<file path="src/rtl/tac_pkg.sv">
// shared constants, types and tables for the temperature compensated tilt unit
// no dependencies; used by every other file in rtl
package tac_pkg;

  localparam int ATAN_ITERATIONS_DEF = 16;
  localparam int ANGLE_FRAC_BITS_DEF = 8;
  localparam int TAB_LEN             = 24;

  localparam int IW   = 16;
  localparam int XW   = 42;
  localparam int AW   = 42;
  localparam int OFFW = 42;
  localparam int DW   = 44;
  localparam int NW   = 51;
  localparam int QW   = 16;
  localparam int OW   = 17;

  localparam int CORDIC_SHIFT = 24;
  localparam int RECIP_SHIFT  = 24;
  localparam logic [15:0] RECIP_340 = 16'd49345;

  // 1e10 = 2^10 * 9765625; the odd part is divided by a reciprocal multiply
  localparam int          DIV_LO_SHIFT    = 10;
  localparam int          DIV_HI_SHIFT    = 16;
  localparam int          DIV_RECIP_SHIFT = 24;
  localparam logic [23:0] DIV_ODD         = 24'd9765625;
  localparam logic [16:0] DIV_RECIP       = 17'((64'sd1 <<< 40) / 64'sd9765625);

  localparam longint UNITS_PER_DEG = 64'sd10000000000;
  localparam longint DEG90         = 64'sd900000000000;

  localparam logic [1:0] SP_NONE  = 2'd0;
  localparam logic [1:0] SP_ZERO  = 2'd1;
  localparam logic [1:0] SP_POS90 = 2'd2;
  localparam logic [1:0] SP_NEG90 = 2'd3;

  typedef logic signed [XW-1:0]   vec_t;
  typedef logic signed [AW-1:0]   ang_t;
  typedef logic signed [OFFW-1:0] off_t;

  typedef struct packed {
    off_t       off;
    logic [1:0] code;
    logic       undef;
  } side_t;

  typedef off_t off_tab_t [256];

  // atan(2^-i) in units of 1e-10 degree
  function automatic ang_t atan_tab(input int i);
    case (i)
      0:  return 42'sd450000000000;
      1:  return 42'sd265650511770;
      2:  return 42'sd140362434680;
      3:  return 42'sd71250163490;
      4:  return 42'sd35763343750;
      5:  return 42'sd17899106080;
      6:  return 42'sd8951737100;
      7:  return 42'sd4476141710;
      8:  return 42'sd2238105000;
      9:  return 42'sd1119056770;
      10: return 42'sd559528920;
      11: return 42'sd279764530;
      12: return 42'sd139882270;
      13: return 42'sd69941140;
      14: return 42'sd34970570;
      15: return 42'sd17485280;
      16: return 42'sd8742640;
      17: return 42'sd4371320;
      18: return 42'sd2185660;
      19: return 42'sd1092830;
      20: return 42'sd546420;
      21: return 42'sd273210;
      22: return 42'sd136600;
      23: return 42'sd68300;
      default: return '0;
    endcase
  endfunction

  // offsets indexed by whole degrees plus 64
  function automatic off_tab_t mk_off_lat();
    off_tab_t tab;
    longint   t;
    longint   v;
    for (int idx = 0; idx < 256; idx++) begin
      t = longint'(idx) - 64;
      v = (((-444 * t + 74540) * t - 2898000) * t - 106100000) * t + 159100000;
      tab[idx] = OFFW'(v);
    end
    return tab;
  endfunction

  function automatic off_tab_t mk_off_front();
    off_tab_t tab;
    longint   t;
    longint   v;
    for (int idx = 0; idx < 256; idx++) begin
      t = longint'(idx) - 64;
      v = ((231300 * t - 44590000) * t + 64'sd2771000000) * t - 64'sd50540000000;
      tab[idx] = OFFW'(v);
    end
    return tab;
  endfunction

  localparam off_tab_t OFF_LAT_TAB   = mk_off_lat();
  localparam off_tab_t OFF_FRONT_TAB = mk_off_front();

endpackage

</file>
<file path="src/rtl/tac_scale.sv">
// offset subtract, saturation and rounding to fixed point degrees
// division by 1e10 as a shift and a reciprocal multiply with correction; depends on tac_pkg
module tac_scale #(
  parameter int FRAC = tac_pkg::ANGLE_FRAC_BITS_DEF
) (
  input  logic                          clk,
  input  logic                          rst_n,
  input  logic                          en,
  input  logic                          vld_i,
  input  tac_pkg::ang_t                 ang_i,
  input  tac_pkg::side_t                side_i,
  output logic                          vld_o,
  output logic signed [tac_pkg::OW-1:0] angle_o,
  output logic                          flag_o
);
  import tac_pkg::*;

  localparam longint LIM_RAW = 64'sd180 <<< FRAC;
  localparam longint LIM     = (LIM_RAW > 65535) ? 64'sd65535 : LIM_RAW;
  localparam longint HALF    = UNITS_PER_DEG / 2;
  localparam longint M_THR   =
    ((LIM + 1) * UNITS_PER_DEG - HALF + (64'sd1 <<< FRAC) - 1) >>> FRAC;
  localparam int     MW      = DW + FRAC;
  localparam int     NLW     = NW - DIV_LO_SHIFT;
  localparam int     NHW     = NLW - DIV_HI_SHIFT;
  localparam int     PW      = NHW + 17;
  localparam int     EW      = PW - DIV_RECIP_SHIFT;
  localparam int     RW      = EW + 24;

  // stage a: pick arctangent term, subtract offset
  ang_t                 sel;
  logic signed [DW-1:0] diff_nxt, diff_r;
  logic                 va_r, fa_r;

  always_comb begin
    case (side_i.code)
      SP_NONE:  sel = ang_i;
      SP_ZERO:  sel = '0;
      SP_POS90: sel = AW'(DEG90);
      SP_NEG90: sel = AW'(-DEG90);
      default:  sel = '0;
    endcase
    diff_nxt = DW'(sel) - DW'(side_i.off);
  end

  always_ff @(posedge clk) begin
    if (!rst_n) begin
      va_r <= 1'b0;
    end else if (en) begin
      va_r <= vld_i;
    end
  end

  always_ff @(posedge clk) begin
    if (en) begin
      diff_r <= diff_nxt;
      fa_r   <= side_i.undef;
    end
  end

  // stage b: magnitude, saturation test, dividend
  logic [DW-1:0] mag;
  logic [MW-1:0] num_w;
  logic          vb_r, fb_r, nb_r, sb_r;
  logic [NW-1:0] numb_r;

  always_comb begin
    mag   = (diff_r < 0) ? DW'(-diff_r) : DW'(diff_r);
    num_w = (MW'(mag) << FRAC) + MW'(HALF);
  end

  always_ff @(posedge clk) begin
    if (!rst_n) begin
      vb_r <= 1'b0;
    end else if (en) begin
      vb_r <= va_r;
    end
  end

  always_ff @(posedge clk) begin
    if (en) begin
      fb_r   <= fa_r;
      nb_r   <= diff_r < 0;
      sb_r   <= {{(64-DW){1'b0}}, mag} >= 64'(M_THR);
      numb_r <= NW'(num_w);
    end
  end

  // stage c: drop the power of two, estimate quotient from the upper bits
  logic [NLW-1:0] nlc_r;
  logic [PW-1:0]  pc_r;
  logic           vc_r, fc_r, nc_r, sc_r;

  always_ff @(posedge clk) begin
    if (!rst_n) begin
      vc_r <= 1'b0;
    end else if (en) begin
      vc_r <= vb_r;
    end
  end

  always_ff @(posedge clk) begin
    if (en) begin
      nlc_r <= numb_r[NW-1:DIV_LO_SHIFT];
      pc_r  <= PW'(numb_r[NW-1:NW-NHW]) * PW'(DIV_RECIP);
      fc_r  <= fb_r;
      nc_r  <= nb_r;
      sc_r  <= sb_r;
    end
  end

  // stage d: estimate times divisor
  logic [NLW-1:0] nld_r;
  logic [EW-1:0]  qed_r;
  logic [RW-1:0]  qdd_r;
  logic [EW-1:0]  qe_w;
  logic           vd_r, fd_r, nd_r, sd_r;

  assign qe_w = pc_r[PW-1:DIV_RECIP_SHIFT];

  always_ff @(posedge clk) begin
    if (!rst_n) begin
      vd_r <= 1'b0;
    end else if (en) begin
      vd_r <= vc_r;
    end
  end

  always_ff @(posedge clk) begin
    if (en) begin
      nld_r <= nlc_r;
      qed_r <= qe_w;
      qdd_r <= RW'(qe_w) * RW'(DIV_ODD);
      fd_r  <= fc_r;
      nd_r  <= nc_r;
      sd_r  <= sc_r;
    end
  end

  // stage e: the estimate is low by at most two
  logic [RW-1:0] rem;
  logic [EW-1:0] qfix;
  logic [QW-1:0] qe_r;
  logic          ve_r, fe_r, ne_r, se_r;

  always_comb begin
    rem = RW'(nld_r) - qdd_r;
    if (rem >= (RW'(DIV_ODD) << 1)) begin
      qfix = qed_r + EW'(2);
    end else if (rem >= RW'(DIV_ODD)) begin
      qfix = qed_r + EW'(1);
    end else begin
      qfix = qed_r;
    end
  end

  always_ff @(posedge clk) begin
    if (!rst_n) begin
      ve_r <= 1'b0;
    end else if (en) begin
      ve_r <= vd_r;
    end
  end

  always_ff @(posedge clk) begin
    if (en) begin
      qe_r <= qfix[QW-1:0];
      fe_r <= fd_r;
      ne_r <= nd_r;
      se_r <= sd_r;
    end
  end

  // result register
  logic [QW-1:0]        qsat;
  logic signed [OW-1:0] angle_nxt;

  always_comb begin
    qsat      = se_r ? QW'(LIM) : qe_r;
    angle_nxt = ne_r ? -$signed({1'b0, qsat}) : $signed({1'b0, qsat});
  end

  always_ff @(posedge clk) begin
    if (!rst_n) begin
      vld_o <= 1'b0;
    end else if (en) begin
      vld_o <= ve_r;
    end
  end

  always_ff @(posedge clk) begin
    if (en) begin
      angle_o <= angle_nxt;
      flag_o  <= fe_r;
    end
  end

endmodule

</file>
<file path="config.mk">
export PLATFORM = sky130hd
export DESIGN_NAME = tac_scale
export DESIGN_NICKNAME = d
export VERILOG_FILES = /design/src/rtl/tac_pkg.sv /design/src/rtl/tac_scale.sv
export SDC_FILE = /design/constraint.sdc
export NUM_CORES = 2
export LEC_CHECK = 0
export BUFFER_PORTS_ARGS = -buffer_cell sky130_fd_sc_hd__buf_2
export CAP_MARGIN = 30
export CELL_PAD_IN_SITES_DETAIL_PLACEMENT = 0
export CELL_PAD_IN_SITES_GLOBAL_PLACEMENT = 1
export CORE_MARGIN = 4
export CORE_UTILIZATION = 49
export CTS_BUF_LIST = sky130_fd_sc_hd__clkbuf_4 sky130_fd_sc_hd__clkbuf_8 sky130_fd_sc_hd__clkbuf_16
export DETAILED_ROUTE_END_ITERATION = 10
export GPL_ROUTABILITY_DRIVEN = 0
export PLACE_DENSITY_LB_ADDON = 0.1
export SETUP_SLACK_MARGIN = 0.02
export SYNTH_ARGS = -nofsm -noshare
export SYNTH_HDL_FRONTEND = slang
export SYNTH_SLANG_ARGS = --single-unit
</file>
<file path="constraint.sdc">
create_clock -name clk -period 6.9 [get_ports clk]
set_input_delay 0.69 -clock clk [delete_from_list [all_inputs] [get_ports clk]]
set_output_delay 0.69 -clock clk [all_outputs]
set_load 0.005 [all_outputs]
</file>
# Yosys cells after proc, flatten, opt, wreduce, memory -nomap -nowiden
# Cells that the tools add are included.
dict set report classes {
  muxes 6
  n_addsub 7
  order_cmp 4
  n_mul 2
  eq_ne 3
  reduce_logical 1
}
# op count
set op_table {}
lappend op_table {{$pmux W42 S4} 1}
lappend op_table {{$mux W16} 4}
lappend op_table {{$add A51 B33 Y51 const B} 1}
lappend op_table {{$ge A44 B41 Y1 const B} 1}
lappend op_table {{$lt A44 B1 Y1 const B} 1}
lappend op_table {{$mux W44} 1}
lappend op_table {{$neg A44 Y44} 1}
lappend op_table {{$sub A42 B42 Y43} 1}
lappend op_table {{$ge A42 B24 Y1 const B} 1}
lappend op_table {{$ge A42 B25 Y1 const B} 1}
lappend op_table {{$mul A18 B24 Y42 const B} 1}
lappend op_table {{$mul A25 B17 Y42 const B} 1}
lappend op_table {{$sub A41 B42 Y42} 1}
lappend op_table {{$neg A16 Y17} 1}
lappend op_table {{$add A16 B1 Y16 const B} 1}
lappend op_table {{$add A16 B2 Y16 const B} 1}
lappend op_table {{$eq A2 B2 Y1 const B} 2}
lappend op_table {{$eq A2 B1 Y1 const B} 1}
lappend op_table {{$logic_not A2 Y1} 1}
dict set report word_totals {
  word_cells 53
  in_bits 91
  out_inout_bits 19
  regBits 330
}

# Logic depth before layout (Yosys ltp)
dict set report depth {
  word_depth 4
  mapped_depth 25
  depth_no_buf 25
}

# Worst setup path before layout
# Ideal clock, no wire load.
dict set report synth_path {
  path_type {register -> register}
  from {register pc_r[40]}
  to {register qdd_r[41] (data pin)}
  t_required_ns 6.642
  arrival_time_ns 6.028
  setup_slack_ns 0.614
  path_buffers 0
  stages_incl_launch_ff 24
  period_less_slack_ns 6.286
  setup_time_ns 0.258
  cell_sequence {edfxtp_1 fa_1 inv_1 fa_1 inv_1 fa_1 fa_1 inv_1 fa_1 inv_1 ha_1 ha_1 a21o_1 a21oi_1 o211ai_1 a21o_1 o2111ai_1 nand4_1 nand3_1 a41oi_1 or3_1 a31o_2 a21oi_1 xnor2_1}
}
dict set report synth_via {
  elab_chain_cells 1
}
# item line
set synth_rtl {}
lappend synth_rtl {{start: declaration} tac_scale.sv:91} ;# logic [PW-1:0] pc_r;
lappend synth_rtl {{start signal: assignment} tac_scale.sv:105} ;# pc_r <= PW'(numb_r[NW-1:NW-NHW]) * PW'(DIV_RECIP);
lappend synth_rtl {{$mul A18 B24 Y42} tac_scale.sv:133} ;# qdd_r <= RW'(qe_w) * RW'(DIV_ODD);
lappend synth_rtl {{end signal: assignment} tac_scale.sv:133}
lappend synth_rtl {{end: declaration} tac_scale.sv:115} ;# logic [RW-1:0] qdd_r;
# No other way between the ends.
# A chain may end at the register's enable or synchronous reset.

# Worst setup path after layout
dict set report layout_path {
  from {register numb_r[32]}
  to {register pc_r[41] (data pin)}
}
dict set report layout_via {
  elab_chain_cells 1
}
# item line
set layout_rtl {}
lappend layout_rtl {{start: declaration} tac_scale.sv:65} ;# logic [NW-1:0] numb_r;
lappend layout_rtl {{start signal: assignment} tac_scale.sv:85} ;# numb_r <= NW'(num_w);
lappend layout_rtl {{$mul A25 B17 Y42} tac_scale.sv:105}
# No other way between the ends.

==> results.toml <==
[synthesis]
postSynthCellCount = 3131
synthXorXnorAreaFrac = 0.0582
ys.flop_type = "edfxtp_1"
ys_seq_area_frac = 0.272
synth_top_area_share = 0.268
yosys_warnings = 0
synthMuxAreaShare = 0.00656
synthTopCellsByCount = "inv_1, ha_1, fa_1, edfxtp_1, a21oi_1"
syn-cell-area_mm2 = 0.0320
ys_seq_elements = 292
synth-async-reset-ratio = 0
synth_top_family_by_area = "adder cells"
yosysMostFrequentCell = "inv_1"
postSynthAreaPerCell_um2 = 10.2
ys_types = 90
synth_edf_count = 286
synth.top_cells.by_area = "edfxtp_1, fa_1, ha_1"
synth_fa_ha_area_frac = 0.366
synth-simple-area-share = 0.0938
synth-compound-area-share = 0.122
synth_nets = 3963
synth_top_cell_by_area = "edfxtp_1"

[setup_path]
timing.rr.start = "numb_r[32]$_DFFE_PP_"
cp.arrival_ns = 6.95
crit_fanout = 7
endpoint_kind = "flop"
crit_type = "reg2reg"
reg2reg_to = "pc_r[41]$_DFFE_PP_"
ff2ff_path_depth = 23
worst_ep_required_time_ns = 7.20
rrSetupSlack_ns = 0.25
start_kind = "flop"

[detailed_routing]
via_per_inst = 5.40
drtIter0Drc = 1078
drc_errors = 0
routed_wl_um = 75900
via_count = 22410
first_pass_iters = 5
postRouteAntennaNets = 0
wl_per_cell_um = 18.3

[final_layout]
diodes = 0
fin_area_mm2 = 0.0350
nets = 4102
area_delta_synth_final_pct = 9.30
utilization = 0.542
fillers = 5835
final_layout_size_suffix_gt1_frac = 0.0779
stdcell_count = 4152

[sta]
rsz0062_at_grt = "true"
final-hold-violation-count = 0
setup-violations-final = 0
tightest_slew_ns = 0.938
timing.final.crit_period_ns = 6.65
finalMaxSlewViolations = 0
finClkSkew_ns = 0.0232
timing.final.crit_share = 0.964
relSlewSlack = 0.369
fmax_mhz = 150

[clock_network]
clock-sinks = 292
holdBufCountCts = 0
cts_buffers = 38
htreeDepth = 2
cts_tree = "built"
root_buffer = "clkbuf_16"
clkTransAtPathRegs_ns = 0.06
cts.path.max_buffers = 3
insertion_delay_ns = 0.57

[place]
place_area_mm2 = 0.0337
hpwl_um = 64000
io_buffers = 109
numPlacedInstances = 4083

[global_routing]
grt_start_max_net_pins = 83
grt_pass1_wl_um = 124000
antenna_found_initial = 0
grt_pass1_vias = 23645
grt.overflow.total = 0
grt.total_usage = 0.220

[run_status]
outcome = "finished, final reports clean"

[die]
rows = 93
die_w_um = 264
die-area_mm2 = 0.0695
ioPinCount = 110
fp.dieH_um = 264
core_area_mm2 = 0.0646
start_util = 0.496

[min_path]
hp-start = "side_i[0]"
hold_depth = 1
hp-class = "in2reg"
whs_endpoint = "fa_r$_DFFE_PP_"

[job]
cap_violations = 0
[layer usage]
layer | wire length, µm | GRT usage
met4 | 2060 | 0.0590
met2 | 37400 | 0.386
met1 | 33300 | 0.286
met3 | 3110 | 0.0322
met5 | 0 | 0
[sequential cells by signal, summed over array words and instances, names as in the netlist, 16 cells and up]
register,cells
angle_o,17
diff_r,43
nlc_r,41
nld_r,41
numb_r,41
pc_r,18
qdd_r,39
qe_r,16
qed_r,16
[kinds of logic after synthesis]
logic type,after synthesis
simple gates,588
mux,19
compound gates,585
buf+inv,694
flops,292
fa+ha+maj,741
xor+xnor,212
[critical path, stage by stage, from the launching register on]
cell and delay [ns]:
edfxtp_1 0.54, fa_1 0.58, inv_1 0.05, fa_1 0.49, fa_1 0.50, inv_1 0.06
fa_1 0.52, fa_1 0.55, inv_1 0.05, fa_1 0.53, inv_1 0.04, ha_1 0.30
nand4_1 0.14, a21oi_1 0.08, nand3_1 0.13, a31oi_1 0.16, o211ai_1 0.27, nand2_1 0.12
a211o_1 0.33, a221oi_1 0.32, nor3_2 0.11, o22a_1 0.25, a21oi_1 0.18, xnor2_1 0.10
[cell type report]
class / instances / area, µm² / share of cell area
repair buffers: 152 / 898 / 0.0257
inverters: 641 / 2410 / 0.0687
well taps: 855 / 1070 / 0.0306
clock buffers: 42 / 981 / 0.0280
clock inverters: 25 / 225 / 0.00643
flip-flops and latches: 292 / 8710 / 0.249
multi-input cells: 2145 / 20700 / 0.592
[cells in the final DEF (no fill, tap or decap), types with 50 or more instances in the layout]
master    count
ha_1        414
a21o_1       93
xnor2_1     116
buf_2       109
a21oi_1     159
xor2_1       95
nand3_1      52
nor3_1       50
inv_1       641
fa_1        325
nand2_1     127
edfxtp_1    286
nor2_1      139
o21ai_0     103
[worst max path at each step]
stage / from / to / slack, ns / cells after the start
2_1_floorplan: pc_r[40]$_DFFE_PP_ / qdd_r[41]$_DFFE_PP_ / 0.61 / 23
3_3_place_gp: numb_r[32]$_DFFE_PP_ / pc_r[41]$_DFFE_PP_ / 0.24 / 23
3_5_place_dp: numb_r[32]$_DFFE_PP_ / pc_r[41]$_DFFE_PP_ / 0.17 / 23
4_1_cts: numb_r[32]$_DFFE_PP_ / pc_r[41]$_DFFE_PP_ / 0.12 / 23
5_1_grt: numb_r[32]$_DFFE_PP_ / pc_r[41]$_DFFE_PP_ / -0.03 / 23
6_report: numb_r[32]$_DFFE_PP_ / pc_r[41]$_DFFE_PP_ / 0.25 / 23
[repair_timing]
action / CTS / global route
setup buffers: 0 / 0
setup endpoints to repair: 0 / 5
resized for setup: 0 / 5
[stage by stage]
step                      TNS (ns)  hold WS, ns  setup WS [ns]
final                            0        0.315          0.249
after global routing       -0.0335        0.293        -0.0335
after CTS                        0        0.282          0.123
after detailed placement         0        0.405          0.173
after global placement           0        0.401          0.241
after floorplan                  0        0.400          0.614
Power is left out: the tool's default activity adds up to more than one toggle a clock period on the data nets, which glitch-free logic cannot reach.
